File: src/design/lsrp_pkg.sv
package lsrp_pkg;

    localparam int PHASE_BITS = 30;
    localparam int UNIT_FRAC  = 16;
    localparam int TAB_LEN    = 24;
    localparam int CW         = 34;

    localparam logic [31:0] PI_Q30      = 32'd3373259426;
    localparam logic [31:0] HALF_PI_Q30 = 32'd1686629713;
    localparam logic [28:0] INV_PI_Q30  = 29'd341782638;

    localparam logic signed [CW-1:0] GAIN_Q30   = 34'sd652032874;
    localparam logic signed [CW-1:0] Q30_ONE_S  = 34'sd1073741824;
    localparam logic signed [CW-1:0] Q31_TWO_S  = 34'sd2147483648;

    localparam logic [29:0] ATAN_TAB [0:TAB_LEN-1] = '{
        30'h3243F6A8, 30'h1DAC6705, 30'h0FADBAFC, 30'h07F56EA6, 30'h03FEAB76,
        30'h01FFD55B, 30'h00FFFAAA, 30'h007FFF55, 30'h003FFFEA, 30'h001FFFFD,
        30'h000FFFFF, 30'h0007FFFF, 30'h0003FFFF, 30'h0001FFFF, 30'h0000FFFF,
        30'h00007FFF, 30'h00003FFF, 30'h00001FFF, 30'h00000FFF, 30'h000007FF,
        30'h000003FF, 30'h000001FF, 30'h000000FF, 30'h0000007F
    };

    typedef enum logic [2:0] {
        REG_START_X        = 3'd0,
        REG_START_Y        = 3'd1,
        REG_HEADING_ANGLE  = 3'd2,
        REG_HEADING_COSINE = 3'd3,
        REG_HEADING_SINE   = 3'd4,
        REG_PATH_LENGTH    = 3'd5,
        REG_TOP_SPEED      = 3'd6,
        REG_RAMP_TIME      = 3'd7
    } reg_idx_t;

    typedef struct packed {
        logic [31:0]           t;
        logic                  ramping;
        logic [PHASE_BITS-1:0] p;
    } side_t;

    typedef struct packed {
        logic [31:0] t;
        logic        ramping;
        logic [30:0] speed;
        logic        reached;
    } kin_t;

endpackage

File: src/design/lsrp_place.sv
module lsrp_place
    import lsrp_pkg::*;
(
    input  logic               clk,
    input  logic               rst_n,
    input  logic               en,
    input  logic               in_valid,
    input  kin_t               in_kin,
    input  logic [30:0]        in_dist,
    input  logic signed [31:0] start_x,
    input  logic signed [31:0] start_y,
    input  logic signed [17:0] heading_cosine,
    input  logic signed [17:0] heading_sine,
    output logic               out_valid,
    output kin_t               out_kin,
    output logic signed [31:0] pos_x,
    output logic signed [31:0] pos_y
);

    logic               vh_reg;
    kin_t               kh_reg;
    logic signed [49:0] mx_reg;
    logic signed [49:0] my_reg;
    logic signed [31:0] dist_s;
    logic signed [49:0] mx_next;
    logic signed [49:0] my_next;

    logic               vi_reg;
    kin_t               ki_reg;
    logic signed [31:0] px_reg;
    logic signed [31:0] py_reg;
    logic signed [49:0] sx;
    logic signed [49:0] sy;
    logic signed [31:0] px_next;
    logic signed [31:0] py_next;

    always_comb
    begin
        dist_s  = $signed({1'b0, in_dist});
        mx_next = dist_s * heading_cosine;
        my_next = dist_s * heading_sine;
    end

    function automatic logic signed [31:0] sat32(input logic signed [49:0] v);
        logic signed [31:0] r;
        if (v > 50'sd2147483647)
        begin
            r = 32'sh7FFFFFFF;
        end
        else if (v < -50'sd2147483648)
        begin
            r = 32'sh80000000;
        end
        else
        begin
            r = v[31:0];
        end
        return r;
    endfunction

    always_comb
    begin
        sx      = 50'(start_x) + (mx_reg >>> UNIT_FRAC);
        sy      = 50'(start_y) + (my_reg >>> UNIT_FRAC);
        px_next = sat32(sx);
        py_next = sat32(sy);
    end

    always_ff @(posedge clk or negedge rst_n)
    begin
        if (!rst_n)
        begin
            vh_reg <= 1'b0;
            vi_reg <= 1'b0;
        end
        else if (en)
        begin
            vh_reg <= in_valid;
            vi_reg <= vh_reg;
        end
    end

    always_ff @(posedge clk)
    begin
        if (en)
        begin
            kh_reg <= in_kin;
            mx_reg <= mx_next;
            my_reg <= my_next;
            ki_reg <= kh_reg;
            px_reg <= px_next;
            py_reg <= py_next;
        end
    end

    assign out_valid = vi_reg;
    assign out_kin   = ki_reg;
    assign pos_x     = px_reg;
    assign pos_y     = py_reg;

endmodule

File: config.mk
export PLATFORM = sky130hd
export DESIGN_NAME = lsrp_place
export DESIGN_NICKNAME = d
export VERILOG_FILES = /design/src/design/lsrp_pkg.sv /design/src/design/lsrp_place.sv
export SDC_FILE = /design/constraint.sdc
export NUM_CORES = 2
export LEC_CHECK = 0
export BUFFER_PORTS_ARGS = -buffer_cell sky130_fd_sc_hd__buf_4
export CORE_MARGIN = 2
export CORE_UTILIZATION = 55
export CTS_CLUSTER_SIZE = 24
export DETAILED_ROUTE_END_ITERATION = 16
export PLACE_DENSITY = 0.74
export SETUP_SLACK_MARGIN = 0.3
export SLEW_MARGIN = 10
export SYNTH_ARGS = -nofsm -noshare
export SYNTH_HDL_FRONTEND = slang
export SYNTH_SLANG_ARGS = --single-unit
File: constraint.sdc
create_clock -name clk -period 4.92 [get_ports clk]
set_input_delay 0.492 -clock clk [delete_from_list [all_inputs] [get_ports clk]]
set_output_delay 0.492 -clock clk [all_outputs]
set_load 0.05 [all_outputs]
# == After elaboration in Yosys (flattened, before gate mapping) ==
# Cells that the tools add are included.
# op_classes
n_addsub,2
n_mul,2
div_mod_pow,0
n_lt_le_gt_ge,4
eq_ne,0
shift,0
n_mux,2
bitwise_logic,0
n_reduce_logical,0
# ops
op,n
multiplier 32 x 18 -> 50 bit,2
adder 32 x 34 -> 35 bit,2
> comparator 35 x 32 -> 1 bit (second input constant),2
< comparator 35 x 32 -> 1 bit (second input constant),2
2-to-1 mux 32 bit,2
# totals
reg_bits,296
latchBits,0
ram_bits,0
romBits,0
out_inout_bits,130
n_memories,0

# == Depth between registers and ports, before layout ==
# logic_depth
ltp_word,3
ltp_mapped,26

# == Worst setup path after synthesis ==
# OpenSTA, ideal clock, no wires.
# synth_timing
kind,in2reg
from,input in_dist[17]
to,register my_reg[49] (data pin)
arrival_time_ns,6.657
required_time_ns,4.657
path_slack_ns,-2.000
cell_stages,23
path_buffers,2
path_cell_list,clkbuf_1 clkbuf_1 nand2_1 fa_1 fa_1 fa_1 inv_1 fa_1 fa_1 inv_1 fa_1 inv_1 ha_1 a21o_1 a211o_1 a311o_1 a31oi_4 o31ai_2 a221o_1 a31o_1 and3_4 o41ai_2 xnor2_1
# synth_via
elab_chain_len,1
# synth_rtl
item,line_no,source
"start, declared",lsrp_place.sv:9,"input logic [30:0] in_dist,"
multiplier 32 x 18 -> 50 bit,lsrp_place.sv:41,my_next = dist_s * heading_sine;
via my_next[49],lsrp_place.sv:26,logic signed [49:0] my_next;
"end signal, assigned",lsrp_place.sv:89,my_reg <= my_next;
"end, declared",lsrp_place.sv:23,logic signed [49:0] my_reg;
# The timed path passes the listed nets, and every way through them passes these cells.
# A chain may end at the register's enable or synchronous reset.

# == Worst setup path after layout ==
# layout_timing
from,input heading_sine[17]
to,register my_reg[49] (data pin)
# layout_via
elab_chain_len,1
# layout_rtl
item,line_no,source
"start, declared",lsrp_place.sv:13,"input logic signed [17:0] heading_sine,"
multiplier 32 x 18 -> 50 bit,lsrp_place.sv:41,
via my_next[49],lsrp_place.sv:26,
# The timed path passes the listed nets, and every way through them passes these cells.

==> results.md <==
* Status: finished, violations left
* Failing checks: setup timing
* Netlist cell types at 63
* HPWL after DPL at between 90000 and 100000 um
* Synth top cells by count: inv_1 (1100), fa_1 (928), nand2_1 (687)
* # fillers at about 6600
* Root Buffer: clkbuf_16
* R2R setup slack at 0.70 ns
* Critical Path Start: heading_sine[17]
* RSZ-0062 raised after global routing: yes
* Die Area at around 88000 um^2
* GR Overflow Total at 0
* Max Freq at 163 MHz
* Core Region at about 85000 um^2
* Routability Congestion at ~0.9
* Hold Crit Class: input port to register
* Yosys reg bits at roughly 260
* Clock skew at 0.0130 ns
* Most used DFF post-synth: edfxtp_1
* IO Pins at 330
* CP arrival at ~6.5 ns
* Antenna-violating nets left at 0
* Critical Path Source Type: input port
* Reg clk slew, reported paths at ~0.060 ns
* Hold depth at 1
* Via count at 35000
* Port Buffers at 329
* Worst Path Max Fanout at 6
* Worst slew pin tran at 0.811 ns
* Pre-antenna DRT Iters at 6
* YS warnings at 0
* Setup TNS at -47.32 ns
* Antenna violations before repair at 1
* Max_cap viols at 0
* Routed WL at about 110000 um
* Largest net degree at the start of global routing at between 100 and 150
* Worst path required time at 5.24 ns
* Diodes inserted at 0
* DR vias/cell at 5.26
* Mapped Cells at 4868
* Die H at 296 um
* Hold path startpoint: in_kin[64]
* First-pass GRT wire length at about 190000 um
* Number of global-route vias before repair at 37300
* Starting Density at 55.2%
* CTS max path bufs at 3
* Final setup fails at 67
* Relative slew slack at 46.0%
* FFs w/ async S/R, synth at 0.758%
* Util after Layout at 67.6%
* Syn Nets at 6372
* GRT Util Overall at 26.6%
* Final Hold Vio Count at 0
* Synth area leaders: fa_1 (40%), edfxtp_1 (17%), ha_1 (10%)
* Iteration-0 DRC count of the detailed router at 1952
* Area delta synth->final at 22.4%
* Fin crit share at 125%
* Post-synth EDFFs at 262
* Num CTS Buffers at 29
* Reg-to-Reg End: pos_x[17]$_SDFFCE_PN1P_
* Die span in x at 296 um
* Area leader, netlist: fa_1
* Reg2reg start: mx_reg[16]$_DFFE_PP_
* Clk sinks at 264
* Post-Syn Area at 46900 um^2
* Share of the synthesized area in the top cell type at 39.6%
* Clock latency on the worst-skew pair at 0.59 ns
* Sequential fraction of the synthesis area at roughly 17%
* Pins over their slew limit at 0
* # H-tree levels at 1
* # rows at 107
* Fin crit period at around 6.2 ns
* CTS tree: built
* PnR worst setup slack at -1.23 ns
* Most frequent cell after synthesis: inv_1
* Residual DRC at 0
* CP Class: input port to register
* Routed length per instance at around 17 um
* Share of layout cells above drive strength 1 at between 20% and 30%
* Worst-case reg-to-reg path depth at 13
* Mean Syn Cell Area at 9.63 um^2
* Setup crit end: my_reg[49]$_DFFE_PP_
* Critical Path End Type: register
* Nets at 6995
## placed cells by master, fill, tap and decap left out, drive strengths merged, types with 6 or more instances in the layout
cell type  count
a31o           6
nand2        687
xnor2         76
a31oi         16
nor3          12
fa           928
clkbuf        32
a21o          81
o21bai        17
nor2b          6
nand2b        26
a21oi        131
and2         450
nand4         21
and3          15
a41oi          7
o21a          13
a21boi         6
o21ai        103
ha           376
clkinv        15
edfxtp       262
and4           6
inv         1101
xor2          53
nand3         20
nor2         105
o31ai         11
buf          840
a211oi        11
o211ai        16
## worst min path at each step
| stage | end | slack, ns |
|---|---|---|
| 6_report | kh_reg[64]$_DFFE_PP_ | 0.08 |
| 5_1_grt | kh_reg[37]$_DFFE_PP_ | 0.06 |
| 4_1_cts | kh_reg[64]$_DFFE_PP_ | 0.05 |
| 3_5_place_dp | out_valid$_DFFE_PN0P_ | 0.28 |
| 3_3_place_gp | vh_reg$_DFFE_PN0P_ | 0.28 |
| 2_1_floorplan | out_valid$_DFFE_PN0P_ | 0.20 |
## stage by stage
stage	hold slack (ns)	cell area (um^2)	std cells	setup WS (ns)
6_report	0.0757	57400	6657	-1.23
5_1_grt	0.0588	57400	6657	-1.39
4_1_cts	0.0482	56600	6638	-1.16
3_5_place_dp	0.278	54200	6540	-1.90
3_3_place_gp	0.276	54200	6540	-1.79
2_1_floorplan	0.196	48300	4868	-1.64
## metal layers
layer	wire length [um]	GRT usage [%]
met2	58800	46.9
met4	3380	7.64
met1	44500	34.0
met3	7480	4.13
met5	13	0
## what timing repair did
action	4_1_cts	5_1_grt
pin swaps	101	79
hold buffers	1	0
cloned	6	2
buffers inserted	38	16
endpoints found under the setup margin	68	68
gates resized for setup	244	130
endpoints found under the hold margin	2	0
## critical path, stage by stage
cell	delay [ns]
buf_8	0.10
inv_4	0.04
buf_12	0.13
buf_8	0.14
nor2_4	0.04
fa_1	0.49
fa_1	0.55
fa_1	0.46
fa_1	0.52
fa_1	0.54
inv_2	0.04
fa_1	0.49
inv_2	0.05
ha_4	0.22
a21oi_2	0.15
o21ai_2	0.09
a311o_1	0.37
a31oi_4	0.28
o31ai_4	0.13
a221o_1	0.37
a31o_1	0.25
and3_4	0.18
o41ai_4	0.22
xnor2_1	0.10
## kinds of logic after synthesis
logic type      count (synthesis)  share of synthesized area, %
simple gates                 1365                          14.0
buf+inv                      1355                          10.9
fa+ha+maj                    1304                          49.7
compound gates                449                          6.16
flops                         264                          16.9
xor+xnor                      129                          2.41
mux                             2                        0.0480
## final cells by class
type                       instances  area, um^2  share of cell area (%)
timing repair buffer             846        7580                    13.2
clock buffer                      30         729                    1.27
clock inverter                    23         239                   0.416
tap                             1144        1430                    2.49
sequential                       264        7920                    13.8
multi-input combinational       3249       35300                    61.6
inverter                        1101        4140                    7.21
Power is left out: the tool's default activity adds up to more than one toggle a clock period on the data nets, which glitch-free logic cannot reach.
